`src/sv/assert_macros.svh`:
```
// ---------------------------------------------------------------------------
// Assertion macros shared by the weight accumulator RTL
// Clocked implication and never-true checks, both off during reset.
// ---------------------------------------------------------------------------
`ifndef ASSERT_MACROS_SVH
`define ASSERT_MACROS_SVH

// When ante holds at a clock edge, cons must hold at the same edge.
`define ASSERT_IMPL(label, clk, rst_n, ante, cons, msg) \
    label: assert property (@(posedge clk) disable iff (!rst_n) (ante) |-> (cons)) \
        else $error(msg);

// cond must never be true at a clock edge.
`define ASSERT_NEVER(label, clk, rst_n, cond, msg) \
    label: assert property (@(posedge clk) disable iff (!rst_n) !(cond)) \
        else $error(msg);

`endif

```
`src/sv/hwa_pkg.sv`:
```
// ---------------------------------------------------------------------------
// hwa_pkg - shared types and constants
// Field widths, request codes and the command word passed front to back.
// ---------------------------------------------------------------------------
`default_nettype none

package hwa_pkg;

    // fixed field widths
    localparam int REQ_W     = 2;
    localparam int PATTERN_W = 64;
    localparam int INDEX_W   = 6;
    localparam int SUM_W     = 9;
    localparam int WEIGHT_W  = 19;
    localparam int COUNT_W   = 8;
    localparam int FRAC_W    = 16;

    localparam int SUM_LIMIT  = 255;
    localparam int COUNT_LIM  = 255;
    localparam int WEIGHT_MAX = 2 ** (WEIGHT_W - 1) - 1;
    localparam int WEIGHT_MIN = -(2 ** (WEIGHT_W - 1));

    // defaults for the top-level parameters
    localparam int DEF_NEURONS      = 64;
    localparam int DEF_MAX_PATTERNS = 255;

    // command queue depth
    localparam int QUEUE_DEPTH = 2;

    // request codes on req_type
    localparam logic [REQ_W-1:0] REQ_CLEAR = 2'd0;
    localparam logic [REQ_W-1:0] REQ_TRAIN = 2'd1;
    localparam logic [REQ_W-1:0] REQ_READ  = 2'd2;

    typedef enum logic [1:0] {
        OP_CLEAR = 2'd0,
        OP_TRAIN = 2'd1,
        OP_READ  = 2'd2,
        OP_NOP   = 2'd3
    } op_t;

    typedef struct packed {
        op_t                  op;
        logic [PATTERN_W-1:0] pattern;
        logic [INDEX_W-1:0]   row;
        logic [INDEX_W-1:0]   col;
        logic                 rd_zero;   // read answers zero (diagonal / out of range)
    } cmd_t;

endpackage

`default_nettype wire

```
`src/sv/hwa_fifo.sv`:
```
// ---------------------------------------------------------------------------
// hwa_fifo - short command queue
// Decouples request intake from the sequencer.
// ---------------------------------------------------------------------------
`default_nettype none
`include "assert_macros.svh"

module hwa_fifo
    import hwa_pkg::*;
(
    input  wire logic clk,
    input  wire logic rst_n,
    input  wire logic push,
    input  wire cmd_t push_cmd,
    output logic      full,
    input  wire logic pop,
    output cmd_t      pop_cmd,
    output logic      empty
);

    localparam int PTR_W = (QUEUE_DEPTH > 1) ? $clog2(QUEUE_DEPTH) : 1;
    localparam int CNT_W = $clog2(QUEUE_DEPTH + 1);
    localparam logic [PTR_W-1:0] PTR_LAST = PTR_W'(QUEUE_DEPTH - 1);
    localparam logic [CNT_W-1:0] CNT_FULL = CNT_W'(QUEUE_DEPTH);

    cmd_t             slot_reg [QUEUE_DEPTH];
    logic [PTR_W-1:0] wr_ptr_reg, wr_ptr_next;
    logic [PTR_W-1:0] rd_ptr_reg, rd_ptr_next;
    logic [CNT_W-1:0] count_reg, count_next;

    assign full    = (count_reg == CNT_FULL);
    assign empty   = (count_reg == '0);
    assign pop_cmd = slot_reg[rd_ptr_reg];

    always_comb
    begin
        wr_ptr_next = wr_ptr_reg;
        rd_ptr_next = rd_ptr_reg;
        count_next  = count_reg;
        if (push)
        begin
            wr_ptr_next = (wr_ptr_reg == PTR_LAST) ? '0 : PTR_W'(wr_ptr_reg + 1'b1);
        end
        if (pop)
        begin
            rd_ptr_next = (rd_ptr_reg == PTR_LAST) ? '0 : PTR_W'(rd_ptr_reg + 1'b1);
        end
        if (push && !pop)
        begin
            count_next = CNT_W'(count_reg + 1'b1);
        end
        else if (pop && !push)
        begin
            count_next = CNT_W'(count_reg - 1'b1);
        end
    end

    always_ff @(posedge clk or negedge rst_n)
    begin
        if (!rst_n)
        begin
            wr_ptr_reg <= '0;
            rd_ptr_reg <= '0;
            count_reg  <= '0;
        end
        else
        begin
            wr_ptr_reg <= wr_ptr_next;
            rd_ptr_reg <= rd_ptr_next;
            count_reg  <= count_next;
        end
    end

    always_ff @(posedge clk)
    begin
        if (push)
        begin
            slot_reg[wr_ptr_reg] <= push_cmd;
        end
    end

    `ASSERT_NEVER(a_fifo_overflow, clk, rst_n, push && full, "push into full queue")
    `ASSERT_NEVER(a_fifo_underflow, clk, rst_n, pop && empty, "pop from empty queue")

endmodule

`default_nettype wire

```
`config.mk`:
```
export PLATFORM = sky130hd
export DESIGN_NAME = hwa_fifo
export DESIGN_NICKNAME = d
export VERILOG_FILES = /design/src/sv/hwa_pkg.sv /design/src/sv/hwa_fifo.sv
export VERILOG_INCLUDE_DIRS = /design/src /design/src/sv
export SDC_FILE = /design/constraint.sdc
export NUM_CORES = 1
export LEC_CHECK = 0
export ABC_AREA = 1
export BUFFER_PORTS_ARGS = -buffer_cell sky130_fd_sc_hd__buf_2
export CAP_MARGIN = 40
export CELL_PAD_IN_SITES_DETAIL_PLACEMENT = 0
export CELL_PAD_IN_SITES_GLOBAL_PLACEMENT = 1
export CORE_MARGIN = 1.5
export CORE_UTILIZATION = 48
export DETAILED_ROUTE_END_ITERATION = 16
export GPL_TIMING_DRIVEN = 0
export HOLD_SLACK_MARGIN = 0.05
export PLACE_DENSITY_LB_ADDON = 0.25
export SLEW_MARGIN = 10
export SYNTH_ARGS = -nofsm -noshare
export SYNTH_HDL_FRONTEND = slang
export SYNTH_SLANG_ARGS = --single-unit
```
`constraint.sdc`:
```
create_clock -name clk -period 7.55 [get_ports clk]
set_input_delay 1.51 -clock clk [delete_from_list [all_inputs] [get_ports clk]]
set_output_delay 1.51 -clock clk [all_outputs]
set_load 0.005 [all_outputs]
```
=== Word-level counts from Yosys, hierarchy flattened ===
Memory sizes are Yosys's and may differ from the RTL's.
Index checks and enable logic that the tools add are counted.

* Add/sub/neg operators: 4
* Eq/ne operators: 1
* Muxes and demuxes: 6
* Reduce and logical (&&, ||, !) cells: 6

{| class="wikitable"
|+ Operator list
! operator !! number
|-
| $mux 1 || 4
|-
| $mux 2 || 2
|-
| $add 1x1->1 const B || 2
|-
| $add 2x1->2 const B || 1
|-
| $eq 2x2->1 const B || 1
|-
| $logic_and 1x1->1 || 2
|-
| $logic_not 1->1 || 2
|-
| $logic_not 2->1 || 1
|-
| $reduce_bool 2->1 || 1
|-
| $sub 2x1->2 const B || 1
|}

* Bits in registers: 4
* RAM bits: 158
* Input port bits: 83
* Output and inout port bits: 81
* Logic and storage cells: 21
* Memories: 1

{| class="wikitable"
|+ Memory list
! name !! depth !! width !! rd ports !! clocked after memory_dff !! write ports !! line !! RTL
|-
| slot_reg || 2 || 79 || 1 || 0 || 1 || hwa_fifo.sv:26 || <nowiki>cmd_t slot_reg [QUEUE_DEPTH];</nowiki>
|}

=== Logic depth before layout (Yosys ltp) ===
Gate-level depths: netlist of the first run.

* Depth after elaboration: 4
* Mapped depth: 7
* Depth with buffers taken out: 7

=== Least setup slack after synthesis of the first run ===
No wires, ideal clock.

* Kind: input -> register
* From: input push
* To: memory slot_reg[0][0] (netlist bit) (enable)
* Library setup time: 519 ps
* Arrival: 4860 ps
* Data required time: 7031 ps
* Path slack: 2171 ps
* Stages on the path: 2
* Path buffers: 0
* Path through: inv_1 > nor2_1

* Word-level cells in the longest chain between the ends: 2

{| class="wikitable"
|+ RTL lines
! item !! line !! RTL
|-
| from (decl) || hwa_fifo.sv:13 || <nowiki>input wire logic push,</nowiki>
|-
| $mux 1 || hwa_fifo.sv:76 || <nowiki>if (push)</nowiki>
|-
| $mux 1 (implied by the code) || hwa_fifo.sv:78 || <nowiki>slot_reg[wr_ptr_reg] <= push_cmd;</nowiki>
|-
| to (decl) || hwa_fifo.sv:26 ||
|}

No other way between the ends.

==> flow_summary.ini, run 1 <==
[timing]
hold_viol_final = 0
min_period_ns = 3.110
fmax_ghz = 0.3215
slew_headroom = 0.5675
setup_violations = 0
finalSetupTns_ns = 0
tightest_slew_ns = 0.6472
period_share = 0.4119
worst_clock_skew_ns = 0.003853
worst_slack_ns = 4.440
rsz0062_at_grt = false
slew_viol_final = 0

[clock_tree]
clock_latency_ns = 0.41
postCtsSetupRepairBufs = 0
ctsHoldBuffers = 0
cts.htree.levels = 4
clkSinkCount = 162
cts_tree = built
numCtsBuffers = 17
root_buffer = clkbuf_16
post_cts_resized = 0
cts.clk_slew.worst_paths_ns = 0.06
clk_path_buf_depth = 2

[setup_path]
reg2reg_from = wr_ptr_reg
cp_data_arrival_time_ns = 1.60
endpoint = pop_cmd[58]
critical_path_required_ns = 6.04
start_kind = flip-flop
critical_path_class = flip-flop to output pin
crit_start = rd_ptr_reg
r2r_setup_slack_ns = 5.98
path_max_fanout = 10
reg2reg_to = slot_reg[0][16]
rr_worst_depth = 2
critPathCaptureType = output pin

[yosys]
synth_area_leaders = edfxtp_1, mux2_4, buf_12
synth-seq-cells = 162
yosys.area.top_type = edfxtp_1
netlist_area_mm2 = 0.006309
ys.warnings.count = 0
synth_top_area_frac = 0.7521
synth_cell_types = 13
syn-num-nets = 355
synth_seq_area_share = 0.7679
synthCells = 271
syn_area_per_cell_um2 = 23.28

[detailed_routing]
drc_errors = 0
vias_per_cell = 4.670
route.antenna.remaining_nets = 0
drt_iter0_drc = 154
dr_total_vias = 2998
wl_per_cell_um = 15.97
dr.pass1.iters = 4
wl_mm = 10.26

[pwr]
ir_worst_vdd_mv = 0.1855
powerDensity_mw_per_mm2 = 380.9
finalPower_uw = 3074
leakage_uw = 0.003321

[layout]
final_nets = 541
area_growth_pct = 27.91
antenna_cells = 0
final_core_util = 0.6342
final_cells = 642
largest_register_ffs = 158
layout-drive-gt1-share = 0.6064
fillers = 962

[floorplan]
core_area_mm2 = 0.01272
die-area_mm2 = 0.01384
fp-row-count = 41
initial_core_util = 0.4959
die_h_um = 117.6
boundaryPins = 164
die_w_um = 117.6

[global_route]
grt_pass1_vias = 3153
antenna_found_initial = 0
grt_pass1_wl_mm = 15.97
grt.total_usage = 0.1554
grt_max_degree = 60
overflow = 0

[hold_path]
hp-class = flip-flop to flip-flop

[placed_design]
port_buffers = 163
placed_cells = 610
place_congestion = 0.6654
place_ws_ns = 4.699
dp_hpwl_mm = 6.956

[run]
max_cap_violations = 0

[outcome]
outcome = finished clean
==> area by class of cell <==
type                       count  area (um2)  share of cell area
tap                          172       215.2             0.02667
inverter                       7       28.78            0.003566
multi-input combinational     93        1274              0.1579
sequential                   162        4845              0.6004
buffer                         9       171.4             0.02124
clock buffer                  18       429.2             0.05319
timing repair buffer         167       918.4              0.1138
clock inverter                14       187.7             0.02326
==> power by group <==
group | total (uW) | switching, uW | internal, uW
registers | 1240 | 46.3 | 1190
clock network | 881 | 329 | 552
logic | 954 | 398 | 556
==> cell usage after synthesis (all sizes together) <==
cell / number
ha: 1
nand3: 1
nand4: 1
dfrtp: 4
buf: 9
xor2: 2
inv: 7
xnor2: 1
nand2: 5
edfxtp: 158
mux2: 79
nor2: 3
==> kinds of logic (layout without fill, tap and decap cells) <==
family,after synthesis,in the layout,synth area share
flip-flops,162,162,0.7679
multiplexers,79,79,0.1880
buffers and inverters,16,215,0.03134
AND/OR/NAND/NOR,10,10,0.006545
XOR/XNOR,3,3,0.004166
adder cells (fa/ha/maj),1,1,0.001983
==> critical path, stage by stage (launching register included) <==
cell	delay, ns
dfrtp_1	0.33
buf_6	0.22
buf_12	0.18
mux2_4	0.30
buf_2	0.14
==> metrics by stage <==
stage	hold slack [ns]	cell area, um2
after floorplan	0.4631	6309
after global placement	0.4769	7340
after detailed placement	0.4989	7452
after CTS	0.5174	8069
after global routing	0.5692	8069
final	0.5140	8069
==> layer usage <==
layer	vias up	GRT usage	wire, um
li1	1434	-	-
met1	1439	0.1730	4104
met2	107	0.2635	5247
met3	18	0.05814	684
met4	0	0.07470	218
met5	-	0	0
==> placed cells by master (no fill, tap or decap) <==
cell / instances
buf_12: 9
buf_16: 3
buf_2: 163
buf_6: 1
bufinv_16: 4
clkbuf_1: 1
clkbuf_16: 17
clkinv_1: 3
clkinv_2: 1
clkinv_4: 4
clkinvlp_4: 1
dfrtp_1: 4
edfxtp_1: 158
ha_1: 1
inv_1: 6
inv_4: 1
inv_6: 1
mux2_4: 79
nand2_1: 5
nand3_1: 1
nand4_1: 1
nor2_1: 2
nor2_4: 1
xnor2_1: 1
xor2_1: 2
==> worst min path at each step <==
stage,endpoint,slack (ns),startpoint,depth (start not counted)
2_1_floorplan,count_reg[1],0.46,count_reg[1],2
3_3_place_gp,wr_ptr_reg,0.48,wr_ptr_reg,1
3_5_place_dp,count_reg[1],0.50,count_reg[1],2
4_1_cts,count_reg[1],0.52,count_reg[1],2
5_1_grt,count_reg[1],0.57,count_reg[1],2
6_report,count_reg[1],0.51,count_reg[1],2
No activity file was read; power rests on OpenSTA's default activity.
==> inputs of run 2 (changes only) <==
CORE_UTILIZATION = 40   (was 48)
clock period = 2.6 ns   (was 7.55 ns; I/O delays follow)
==> flow_summary.ini, run 2 (synthesized netlist as in run 1, its figures left out) <==
[pwr]
ir_worst_vdd_mv = 0.4992
power_frac_clock = 0.271
comb_power_share = 0.318
powerDensity_mw_per_mm2 = 1084
p_int_uw = 6473
leakage_uw = 0.003289
p_switching_uw = 2274
seqPwrFrac = 0.411
swShare = 0.2600

[layout]
layout_commonest_cell = buf_2
layout-drive-gt1-share = 0.6030
final_cells = 682
finalInstanceArea_mm2 = 0.008071
antenna_cells = 0
largest_register_ffs = 158
fillers = 1297
final_cell_mix = buf_2, edfxtp_1, mux2_4
area_growth_pct = 27.95
final_nets = 542

[detailed_routing]
wl_per_cell_um = 15.75
wl_met1_mm = 4.453
drc_errors = 0
routed-wl-met3_um = 808
dr.pass1.iters = 4
dr_total_vias = 3065
wl_met2_mm = 5.292
vias_per_cell = 4.494
route.antenna.remaining_nets = 0
wl_mm = 10.74
highest_layer = met5
drt_iter0_drc = 138

[global_route]
grt.total_usage = 0.1325
overflow = 0
grt_max_degree = 55
grt_pass1_wl_mm = 15.97
antenna_found_initial = 1
grt_pass1_vias = 3144

[setup_path]
critical_path_class = flip-flop to output pin
start_kind = flip-flop
critical_path_required_ns = 2.08
crit_chain = buf_6 > buf_12 > mux2_4 > buf_2
crit_family = buffers and inverters
critPathMaxStageDelay_ns = 0.34
cp_data_arrival_time_ns = 1.60
path_max_fanout = 10
cp.buffers_inverters = 3
critPathCaptureType = output pin
critPathSlowestCell = dfrtp_1

[floorplan]
die_h_um = 128.6
die_w_um = 128.6
boundaryPins = 164
fp-row-count = 45
initial_core_util = 0.4119
die-area_mm2 = 0.01653
core_area_mm2 = 0.01531

[clock_tree]
numCtsBuffers = 17
postCtsSetupRepairBufs = 0
clkSinkCount = 162
cts.htree.levels = 4
clock_latency_ns = 0.41
cts_tree = built
ctsHoldBuffers = 1
clk_path_buf_depth = 2
cts.clk_slew.worst_paths_ns = 0.06
root_buffer = clkbuf_16
post_cts_resized = 0

[timing]
finalSetupTns_ns = 0
rsz0062_at_grt = false
fmax_ghz = 0.4713
hold_viol_final = 0
worst_clock_skew_ns = 0.005748
worst_slack_ns = 0.4784
period_share = 0.8160
slew_headroom = 0.6444
whs_ns = 0.2920
setup_violations = 0
tightest_slew_ns = 0.5321
slew_viol_final = 0
min_period_ns = 2.122

[placed_design]
placed_cells = 649
port_buffers = 163
dp_hpwl_mm = 7.131
place_congestion = 0.7141
place_ws_ns = 0.8168
dpl-instance-area_mm2 = 0.007493

[run]
max_cap_violations = 0

[outcome]
outcome = finished clean

[hold_path]
hp-class = primary input to flip-flop
run 2: stage by stage:
stage	util	power (uW)
final	0.5270	8748
after global routing	0.5270	9170
after CTS	0.5270	8889
after detailed placement	0.4893	6499
after global placement	0.4829	6416
after floorplan	-	5517
run 2: final cells by class:
type,count,area (um2),area share
repair buffers,168,920.9,0.1141
flip-flops and latches,162,4845,0.6002
well taps,211,264.0,0.03271
plain buffers,9,171.4,0.02124
multi-input cells,93,1274,0.1578
clock buffers,17,425.4,0.05271
inverters,7,28.78,0.003565
clock inverters,15,142.6,0.01767
run 2: power by group through the flow:
stage,Combinational [uW],Clock (uW),Sequential [uW]
after floorplan,1870,0,3640
after global placement,2740,0,3680
after detailed placement,2840,0,3650
after CTS,2860,2430,3600
after global routing,3010,2520,3640
final,2780,2370,3600
run 2: final timing paths:
check                      slack (ns)         endpoint  depth (start not counted)         start
min in group asynchronous        0.43     count_reg[1]                          2         rst_n
hold / removal                   0.29  slot_reg[1][72]                          1  push_cmd[72]
max in group asynchronous        2.05       wr_ptr_reg                          2         rst_n
setup reg to reg                 1.07  slot_reg[1][21]                          3    wr_ptr_reg
hold reg to reg                  0.52     count_reg[1]                          2  count_reg[1]
setup / recovery                 0.48      pop_cmd[28]                          4    rd_ptr_reg
run 2: worst register-to-register path: stages (launching register included):
cell and delay (ns):
dfrtp_1 0.42, nand2_1 0.11, inv_4 0.30, buf_16 0.33
run 2: layer usage:
layer	up-vias	global-route usage
met3	15	0.05239
met4	2	0.06147
li1	1436	-
met2	115	0.2220
met5	-	0
met1	1497	0.1498
