==> src/sv/assert_macros.svh <==
// ---------------------------------------------------------------------------
// Assertion macros shared by the weight accumulator RTL
// Clocked implication and never-true checks, both off during reset.
// ---------------------------------------------------------------------------
`ifndef ASSERT_MACROS_SVH
`define ASSERT_MACROS_SVH

// When ante holds at a clock edge, cons must hold at the same edge.
`define ASSERT_IMPL(label, clk, rst_n, ante, cons, msg) \
    label: assert property (@(posedge clk) disable iff (!rst_n) (ante) |-> (cons)) \
        else $error(msg);

// cond must never be true at a clock edge.
`define ASSERT_NEVER(label, clk, rst_n, cond, msg) \
    label: assert property (@(posedge clk) disable iff (!rst_n) !(cond)) \
        else $error(msg);

`endif

==> src/sv/hwa_pkg.sv <==
// ---------------------------------------------------------------------------
// hwa_pkg - shared types and constants
// Field widths, request codes and the command word passed front to back.
// ---------------------------------------------------------------------------
`default_nettype none

package hwa_pkg;

    // fixed field widths
    localparam int REQ_W     = 2;
    localparam int PATTERN_W = 64;
    localparam int INDEX_W   = 6;
    localparam int SUM_W     = 9;
    localparam int WEIGHT_W  = 19;
    localparam int COUNT_W   = 8;
    localparam int FRAC_W    = 16;

    localparam int SUM_LIMIT  = 255;
    localparam int COUNT_LIM  = 255;
    localparam int WEIGHT_MAX = 2 ** (WEIGHT_W - 1) - 1;
    localparam int WEIGHT_MIN = -(2 ** (WEIGHT_W - 1));

    // defaults for the top-level parameters
    localparam int DEF_NEURONS      = 64;
    localparam int DEF_MAX_PATTERNS = 255;

    // command queue depth
    localparam int QUEUE_DEPTH = 2;

    // request codes on req_type
    localparam logic [REQ_W-1:0] REQ_CLEAR = 2'd0;
    localparam logic [REQ_W-1:0] REQ_TRAIN = 2'd1;
    localparam logic [REQ_W-1:0] REQ_READ  = 2'd2;

    typedef enum logic [1:0] {
        OP_CLEAR = 2'd0,
        OP_TRAIN = 2'd1,
        OP_READ  = 2'd2,
        OP_NOP   = 2'd3
    } op_t;

    typedef struct packed {
        op_t                  op;
        logic [PATTERN_W-1:0] pattern;
        logic [INDEX_W-1:0]   row;
        logic [INDEX_W-1:0]   col;
        logic                 rd_zero;   // read answers zero (diagonal / out of range)
    } cmd_t;

endpackage

`default_nettype wire

==> src/sv/hwa_front.sv <==
// ---------------------------------------------------------------------------
// hwa_front - request intake and classification
// Decodes the request type and pre-checks read indices into a command word.
// ---------------------------------------------------------------------------
`default_nettype none

module hwa_front
    import hwa_pkg::*;
#(
    parameter int NEURONS = DEF_NEURONS
) (
    input  wire logic                 in_valid,
    output logic                      in_ready,
    input  wire logic [REQ_W-1:0]     req_type,
    input  wire logic [PATTERN_W-1:0] pattern_bits,
    input  wire logic [INDEX_W-1:0]   row_index,
    input  wire logic [INDEX_W-1:0]   col_index,
    input  wire logic                 init_done,
    input  wire logic                 q_full,
    output logic                      q_push,
    output cmd_t                      q_cmd
);

    localparam logic [INDEX_W:0] IDX_LIMIT = (INDEX_W + 1)'(NEURONS);

    logic row_ok;
    logic col_ok;

    assign in_ready = init_done && !q_full;
    assign q_push   = in_valid && in_ready;

    assign row_ok = {1'b0, row_index} < IDX_LIMIT;
    assign col_ok = {1'b0, col_index} < IDX_LIMIT;

    always_comb
    begin
        q_cmd.pattern = pattern_bits;
        q_cmd.row     = row_index;
        q_cmd.col     = col_index;
        q_cmd.rd_zero = !(row_ok && col_ok && (row_index != col_index));
        unique case (req_type)
            REQ_CLEAR: q_cmd.op = OP_CLEAR;
            REQ_TRAIN: q_cmd.op = OP_TRAIN;
            REQ_READ:  q_cmd.op = OP_READ;
            default:   q_cmd.op = OP_NOP;   // unused code: answered with a zero result
        endcase
    end

endmodule

`default_nettype wire

==> config.mk <==
export PLATFORM = sky130hd
export DESIGN_NAME = hwa_front
export DESIGN_NICKNAME = d
export VERILOG_FILES = /design/src/sv/assert_macros.svh /design/src/sv/hwa_pkg.sv /design/src/sv/hwa_front.sv
export SDC_FILE = /design/constraint.sdc
export NUM_CORES = 1
export LEC_CHECK = 0
export BUFFER_PORTS_ARGS = -buffer_cell sky130_fd_sc_hd__buf_2
export CELL_PAD_IN_SITES_DETAIL_PLACEMENT = 0
export CELL_PAD_IN_SITES_GLOBAL_PLACEMENT = 1
export CORE_UTILIZATION = 12
export DETAILED_ROUTE_END_ITERATION = 10
export GPL_TIMING_DRIVEN = 0
export PLACE_DENSITY_LB_ADDON = 0.1
export SKIP_LAST_GASP = 1
export SLEW_MARGIN = 25
export SYNTH_ARGS = -nofsm -noshare
export SYNTH_HDL_FRONTEND = slang
export SYNTH_SLANG_ARGS = --single-unit
==> constraint.sdc <==
create_clock -name vclk -period 0.8
set_clock_uncertainty 0.05 [all_clocks]
set_input_delay 0.12 -clock vclk [all_inputs]
set_output_delay 0.12 -clock vclk [all_outputs]
set_load 0.1 [all_outputs]
**After elaboration in Yosys (flattened, before gate mapping)**

Cells that the tools add are included.

- Register bits: 0
- Input port bits: 81
- Output and inout port bits: 81
- Logic and storage cells: 9

- Equality and inequality tests: 3
- Muxes and demuxes: 1
- Reduce and logical (&&, ||, !) cells: 5

Operators by type and width:

| kind | number |
|---|---|
| != test 6 bit | 1 |
| one-hot mux 2 bit (3 select lines) | 1 |
| == test 2 x 1 -> 1 bit (second input constant) | 1 |
| == test 2 bit (second input constant) | 1 |
| logical AND 1 bit | 2 |
| logical NOT 1 bit | 2 |
| logical NOT 2 bit | 1 |

**Longest topological paths before layout**

Gate-level depths: netlist (run 1).

- Depth in word-level cells: 3
- Depth in mapped cells: 3
- Depth with buffers taken out: 3

**Worst setup path before layout (run 1)**

OpenSTA, ideal clock, no wires.

- Path type: input-to-output
- Start point: input q_full
- End point: output q_push
- Data arrival time: 2394 ps
- Required time: 630 ps
- Setup slack: -1764 ps
- Stages on the path: 2
- Path buffers: 0
- Path through: nor2b_1 -> and2_1

- Longest elaborated chain between the ends: 3

Ends and longest elaborated chain:

| item | RTL line | source |
|---|---|---|
| start: declaration | hwa_front.sv:19 | `input wire logic q_full,` |
| logical NOT 1 bit | hwa_front.sv:29 | `assign in_ready = init_done && !q_full;` |
| logical AND 1 bit | hwa_front.sv:29 |  |
| logical AND 1 bit | hwa_front.sv:30 | `assign q_push = in_valid && in_ready;` |
| end: declaration | hwa_front.sv:20 | `output logic q_push,` |

No other way between the ends.

==> impl_metrics.ini, run 1 <==
[sta]
rsz0062_at_grt = true
relSlewSlack_pct = 67.37
timing.fmax_mhz = 904.3
fin_crit_sh_pct = 138.2
worstMarginPinSlew_ps = 492.8
hold_violations = 0
drv_slew = 0
final.setup.worst_slack_ps = -305.9
setup_viol_count_final = 1
tns_ps = -305.9
final.min_clock_period_ps = 1106
whs_ps = 514.7

[synth]
yosys_warnings = 0
synth_area_um2 = 659.4
synth-compound-area-share_pct = 0
avgSynthCellArea_um2 = 7.493
synth_top_family_by_area = buffers and inverters
yosys-top-cells-area = buf_4 (87%), xnor2_1 (5.3%), xor2_1 (2.7%), nor3_2 (1.5%), clkbuf_1 (1.1%)
synthSimpleGateAreaFrac_pct = 4.364
yosysTopAreaCellShare_pct = 86.53
synth_mux_area_share_pct = 0
synthXorXnorAreaFrac_pct = 7.970
synth_top_area_cell = buf_4
ys_seq_area_share_pct = 0
synthCells = 88
synthAdderAreaFrac_pct = 0
synth_nets = 169
synth_cell_types = 8

[pwr]
power_frac_clock_pct = 0
power_frac_seq_pct = 0
combPwrFrac_pct = 100.0
switching_power_mw = 1.726
p_int_mw = 0.4684
p_per_area_nw_per_um2 = 1628
swShare_pct = 78.65
p_leak_nw = 0.8278
vdd_drop_max_mv = 0.6460

[die]
die_area_um2 = 5795
num_rows = 26
io_pins = 162
initial_utilization_pct = 12.67
chipWidth_um = 76.13
fp.dieH_um = 76.13
core_area_um2 = 5205

[outcome]
violations = negative setup slack
status = finished, violations left

[grt]
grt_use_total_pct = 4.568
grt_pass1_vias = 667
grt_pass1_wl_mm = 2.428
grt_overflow = 0
grt_max_degree = 3
antenna_found_initial = 0

[route]
remaining_drc_errors = 0
vias = 788
wire_per_inst_um = 6.701
routed_wl_mm = 1.702
viasPerCell = 3.102
antenna_left = 0
firstDrtPassIters = 2
drt-initial-drc-count = 4

[final_layout]
stdcell_area_um2 = 1348
final_common_cell = buf_4
nFlopsAndLatches = 0
utilization_pct = 25.89
layout-drive-gt1-share_pct = 97.83
seq_area_um2 = 0
nets = 267
fillCellCount = 584
final_cell_mix = buf_4 (88), buf_2 (79), xnor2_2 (3), buf_6 (3)
diodes = 0
areaGrowthSynthToFinish_pct = 104.4
clkbuf_count = 0

[clock_network]
cts_hold_buf = 0
postCtsSetupRepairBufs = 0

[critical_path]
max_stage_delay_ps = 200
crit_chain = buf_2 > xnor2_1 > nand4_1 > nor3_4 > buf_12
worstSetupStartpointType = primary input
path_delay_family = simple AND/OR/NAND/NOR gates
worst_ep_arrival_time_ps = 940
cp.buffers_inverters = 2
path_class = in -> out
critical_path_required_ps = 630
critical-path-slowest-cell = buf_12
cp_max_fo = 2
crit_path_end_kind = output port

[flow_run]
maxCapViolCount = 0

[place]
gp_congestion = 0.5963
io_buffers = 96
dpl_cell_area_um2 = 1269
dp_slack_ps = -487.8

[min_path]
holdCritPathClass = in -> out
## cells in the mapped netlist
master / instances
nor3_2: 1
clkbuf_1: 2
xor2_1: 2
nand4_1: 1
and2_1: 1
nor2b_1: 1
buf_4: 76
xnor2_1: 4
## power by group through the flow
stage,Sequential (mW),Combinational [mW],Clock (mW)
final,0,2.19,0
after global routing,0,2.24,0
after CTS,0,2.20,0
after detailed placement,0,2.16,0
after global placement,0,2.16,0
after floorplan,0,1.93,0
## through the flow
step / cells / total power [mW]
final: 254 / 2.194
after global routing: 254 / 2.242
after CTS: 254 / 2.201
after detailed placement: 254 / 2.159
after global placement: 254 / 2.165
after floorplan: 88 / 1.930
## cell families after synthesis
family                 Yosys count
buffers and inverters           78
XOR/XNOR                         6
AND/OR/NAND/NOR                  4
## metal layers
| metal | track usage, % | up-vias | part of all wire, % | wire length (um) |
|---|---|---|---|---|
| li1 | - | 381 | - | - |
| met1 | 3.293 | 305 | 24 | 405 |
| met2 | 11.09 | 102 | 53 | 908 |
| met3 | 1.557 | 0 | 23 | 389 |
| met4 | 0 | 0 | 0 | 0 |
| met5 | 0 | - | 0 | 0 |
## timing repair
item / in CTS / in global routing
setup endpoints to repair: 15 / 3
cloned: 0 / 0
pin swaps: 1 / 1
gates resized for setup: 23 / 1
## path summary, 6_finish.rpt
| check | from | endpoint | depth (start not counted) |
|---|---|---|---|
| setup / recovery | col_index[4] | q_cmd[0] | 5 |
| hold / removal | q_full | in_ready | 3 |
## layout make-up
class | instances | area [um2] | share of cell area (%)
repair buffers | 96 | 559.3 | 41.50
multi-input cells | 10 | 120.1 | 8.914
well taps | 70 | 87.58 | 6.500
plain buffers | 78 | 580.6 | 43.08
No activity file was read; power rests on OpenSTA's default activity.
==> run 2, diff against run 1 <==
--- a/config.mk
+++ b/config.mk
@@ -8,6 +8,7 @@
 export BUFFER_PORTS_ARGS = -buffer_cell sky130_fd_sc_hd__buf_2
 export CELL_PAD_IN_SITES_DETAIL_PLACEMENT = 0
 export CELL_PAD_IN_SITES_GLOBAL_PLACEMENT = 1
+export CORE_ASPECT_RATIO = 0.6
 export CORE_UTILIZATION = 12
 export DETAILED_ROUTE_END_ITERATION = 10
 export GPL_TIMING_DRIVEN = 0
==> impl_metrics.ini, run 2 (synthesized netlist as in run 1, its figures left out) <==
[outcome]
status = finished, violations left
violations = design-rule violations, negative setup slack

[final_layout]
nFlopsAndLatches = 0
clkbuf_count = 0
seq_area_um2 = 0
instances_no_fill = 250
diodes = 0
layout-drive-gt1-share_pct = 98.37
stdcell_area_um2 = 1405
utilization_pct = 27.13
areaGrowthSynthToFinish_pct = 113.1
final_cell_mix = buf_4 (89), buf_2 (72), buf_6 (8), xnor2_2 (3)
nets = 267
final_common_cell = buf_4

[die]
fp.dieH_um = 59.42
initial_utilization_pct = 12.73
io_pins = 162
core_area_um2 = 5180
chipWidth_um = 97.70
die_area_um2 = 5805
num_rows = 20

[sta]
final.setup.worst_slack_ps = -315.3
worstMarginPinSlew_ps = 493.9
timing.fmax_mhz = 896.6
tns_ps = -322.2
relSlewSlack_pct = 67.30
rsz0062_at_grt = true
setup_viol_count_final = 2
final.min_clock_period_ps = 1115
drv_slew = 0
fin_crit_sh_pct = 139.4
hold_violations = 0
whs_ps = 516.0

[pwr]
vdd_drop_max_mv = 0.4662
p_leak_nw = 0.8506
p_per_area_nw_per_um2 = 1590
switching_power_mw = 1.735
swShare_pct = 77.65
fin_total_pwr_mw = 2.235
power_frac_seq_pct = 0
p_int_mw = 0.4994
power_frac_clock_pct = 0
combPwrFrac_pct = 100.0

[route]
wire_per_inst_um = 7.748
vias = 767
antenna_left = 0
drt-initial-drc-count = 24
routed_wl_mm = 1.937
viasPerCell = 3.068
firstDrtPassIters = 7
remaining_drc_errors = 18

[critical_path]
critical_path_required_ps = 630
worst_ep_arrival_time_ps = 950
worstSetupStartpointType = primary input
path_class = in -> out
cp_max_fo = 2
crit_path_end_kind = output port

[grt]
antenna_found_initial = 0
grt_pass1_vias = 555
grt_max_degree = 3
grt_pass1_wl_mm = 2.387
grt_use_total_pct = 4.712
grt_overflow = 0

[place]
dpl_cell_area_um2 = 1264
io_buffers = 96
dpl.cell_count = 250
dpl.hpwl_mm = 1.755
dp_slack_ps = -484.3
gp_congestion = 0.6056

[min_path]
hold_path.startpoint = q_full
holdCritPathClass = in -> out
holdPathStages = 3
hold_end = in_ready

[clock_network]
postCtsSetupRepairBufs = 0

[flow_run]
maxCapViolCount = 0
run 2: cell types whose count changed in the layout (fill, tap and decap cells not counted):
cell,before,now
buf_2,79,72
buf_6,3,8
buf_4,88,89
buf_8,0,1
xnor2_1,1,0
xnor2_4,0,1
run 2: worst max-delay path by stage:
stage                     slack [ps]  depth (start not counted)       end          from
after floorplan                 -520                          3  q_cmd[0]  col_index[0]
after global placement          -500                          5  q_cmd[0]  col_index[4]
after detailed placement        -480                          5  q_cmd[0]  col_index[0]
after CTS                       -290                          5  q_cmd[0]  col_index[0]
after global routing            -370                          5  q_cmd[0]  row_index[4]
final                           -320                          5  q_cmd[0]  row_index[4]
run 2: cell type report:
class,count,area [um2]
tap,66,82.58
buffer,78,580.6
multi-input combinational,10,138.9
fill,578,3775
timing repair buffer,96,603.1
run 2: what timing repair did:
item,CTS,global route
endpoints found under the setup margin,15,2
hold buffers,0,0
resized for setup,23,17
pin swaps,1,6
gates cloned,0,0
run 2: power by group through the flow:
stage	clock network, mW	logic [mW]	registers (mW)
floorplan	0	1.93	0
global placement	0	2.17	0
detailed placement	0	2.16	0
CTS	0	2.20	0
global route	0	2.29	0
finish	0	2.23	0
run 2: critical path: stages:
cell and delay [ps]:
buf_8 110, xnor2_4 150, nand4_1 150, nor3_4 220, buf_12 200
run 2: routing by layer:
layer,global-route usage (%),wire length (um),up-vias
li1,-,-,382
met1,4.275,427,328
met2,12.16,1313,57
met3,0,197,0
met4,0,0,0
met5,0,0,-
==> run 3, diff against run 2 <==
--- a/config.mk
+++ b/config.mk
@@ -9,10 +9,12 @@
 export CELL_PAD_IN_SITES_DETAIL_PLACEMENT = 0
 export CELL_PAD_IN_SITES_GLOBAL_PLACEMENT = 1
 export CORE_ASPECT_RATIO = 0.6
+export CORE_MARGIN = 3
 export CORE_UTILIZATION = 12
 export DETAILED_ROUTE_END_ITERATION = 10
 export GPL_TIMING_DRIVEN = 0
 export PLACE_DENSITY_LB_ADDON = 0.1
+export REMOVE_ABC_BUFFERS = 1
 export SKIP_LAST_GASP = 1
 export SLEW_MARGIN = 25
 export SYNTH_ARGS = -nofsm -noshare
==> constraint.sdc (replaced) <==
create_clock -name vclk -period 0.8
set_clock_uncertainty 0.05 [all_clocks]
set_input_delay 0.04 -clock vclk [all_inputs]
set_output_delay 0.04 -clock vclk [all_outputs]
set_load 0.1 [all_outputs]
==> impl_metrics.ini, run 3 (synthesized netlist as in run 1, its figures left out) <==
[place]
dpl_cell_area_um2 = 314.1
io_buffers = 30
gp_congestion = 0.6902

[clock_network]
postCtsSetupRepairBufs = 0
cts_hold_buf = 0

[grt]
grt_pass1_wl_mm = 5.885
grt_use_total_pct = 15.46
grt_overflow = 0
antenna_found_initial = 0
grt_max_degree = 3
grt_pass1_vias = 332

[pwr]
vdd_drop_max_mv = 0.1308
fin_total_pwr_mw = 0.4080
p_per_area_nw_per_um2 = 1226
p_leak_nw = 0.1525

[final_layout]
nets = 123
layout-drive-gt1-share_pct = 80.00
final_cell_mix = buf_2 (27), xnor2_1 (3), xor2_1 (2)
stdcell_area_um2 = 332.8
seq_area_um2 = 0
fillCellCount = 610
multi_input_area_um2 = 88.84
clkbuf_count = 0
diodes = 0
final_common_cell = buf_2
areaGrowthSynthToFinish_pct = -49.53
nFlopsAndLatches = 0

[die]
core_area_um2 = 5180
die_area_um2 = 6450
fp.dieH_um = 63.42
io_pins = 162
num_rows = 20
chipWidth_um = 101.7
initial_utilization_pct = 12.73

[sta]
final.min_clock_period_ps = 925.5
worstMarginPinSlew_ps = 510.2
final.setup.worst_slack_ps = -125.5
hold_violations = 0
timing.fmax_mhz = 1081
drv_slew = 0
setup_viol_count_final = 1
rsz0062_at_grt = true
fin_crit_sh_pct = 115.7
relSlewSlack_pct = 66.22

[route]
routed_wl_mm = 5.358
firstDrtPassIters = 4
remaining_drc_errors = 0
antenna_left = 0
vias = 348
drt-initial-drc-count = 6
wire_per_inst_um = 50.55
viasPerCell = 3.283

[critical_path]
cp_max_fo = 2
worstSetupStartpointType = primary input
crit_path_end_kind = output port
critical_path_required_ps = 710
worst_ep_arrival_time_ps = 840
path_class = in -> out

[flow_run]
maxCapViolCount = 0

[min_path]
holdCritPathClass = in -> out

[outcome]
violations = negative setup slack
status = finished, violations left
[run 3: cell count changes in the layout (fill, tap and decap cells not counted), moves of 2 or more]
cell / delta
buf_4: -88
buf_2: -45
buf_6: -7
xnor2_1: +3
buf_12: -2
clkbuf_2: -2
xnor2_2: -2
[run 3: path summary, 6_finish.rpt]
kind	from	to	slack, ps	cells past startpoint
hold / removal	req_type[0]	q_cmd[77]	30	0
setup / recovery	col_index[5]	q_cmd[0]	-130	5
[run 3: worst max-delay path, stage by stage]
cell and delay [ps]:
buf_2 120, xnor2_2 150, nand4_1 130, nor3_2 140
buf_6 250
[run 3: layout make-up]
type,count,share of cell area [%]
repair buffers,30,48.50
well taps,66,24.81
multi-input cells,10,26.69
[run 3: power by group]
part	total (mW)	internal [mW]	leakage, nW	switching [mW]
registers	0	0	0	0
logic	0.408	0.0778	0.153	0.330
clock network	0	0	0	0
[run 3: layer usage]
layer,global-route usage [%],share of wire [%]
met4,1.327,0.99
met3,30.75,41
met1,15.26,31
met5,0,0
met2,12.87,27
[run 3: through the flow]
step	util (%)	hold slack (ps)	TNS [ps]	instances	setup WS [ps]
6_report	6.425	30.10	-125.5	106	-125.5
5_1_grt	6.425	30.35	-196.5	106	-188.8
4_1_cts	6.377	31.20	-156.0	106	-156.0
3_5_place_dp	6.063	31.20	-454.1	106	-352.9
3_3_place_gp	6.063	31.20	-440.1	106	-350.4
2_1_floorplan	-	30.00	-3038	10	-1604
[run 3: timing repair]
action | in CTS | in global routing
pin swaps | 1 | 1
gates resized for setup | 4 | 1
endpoints found under the setup margin | 2 | 2
gates cloned | 0 | 0
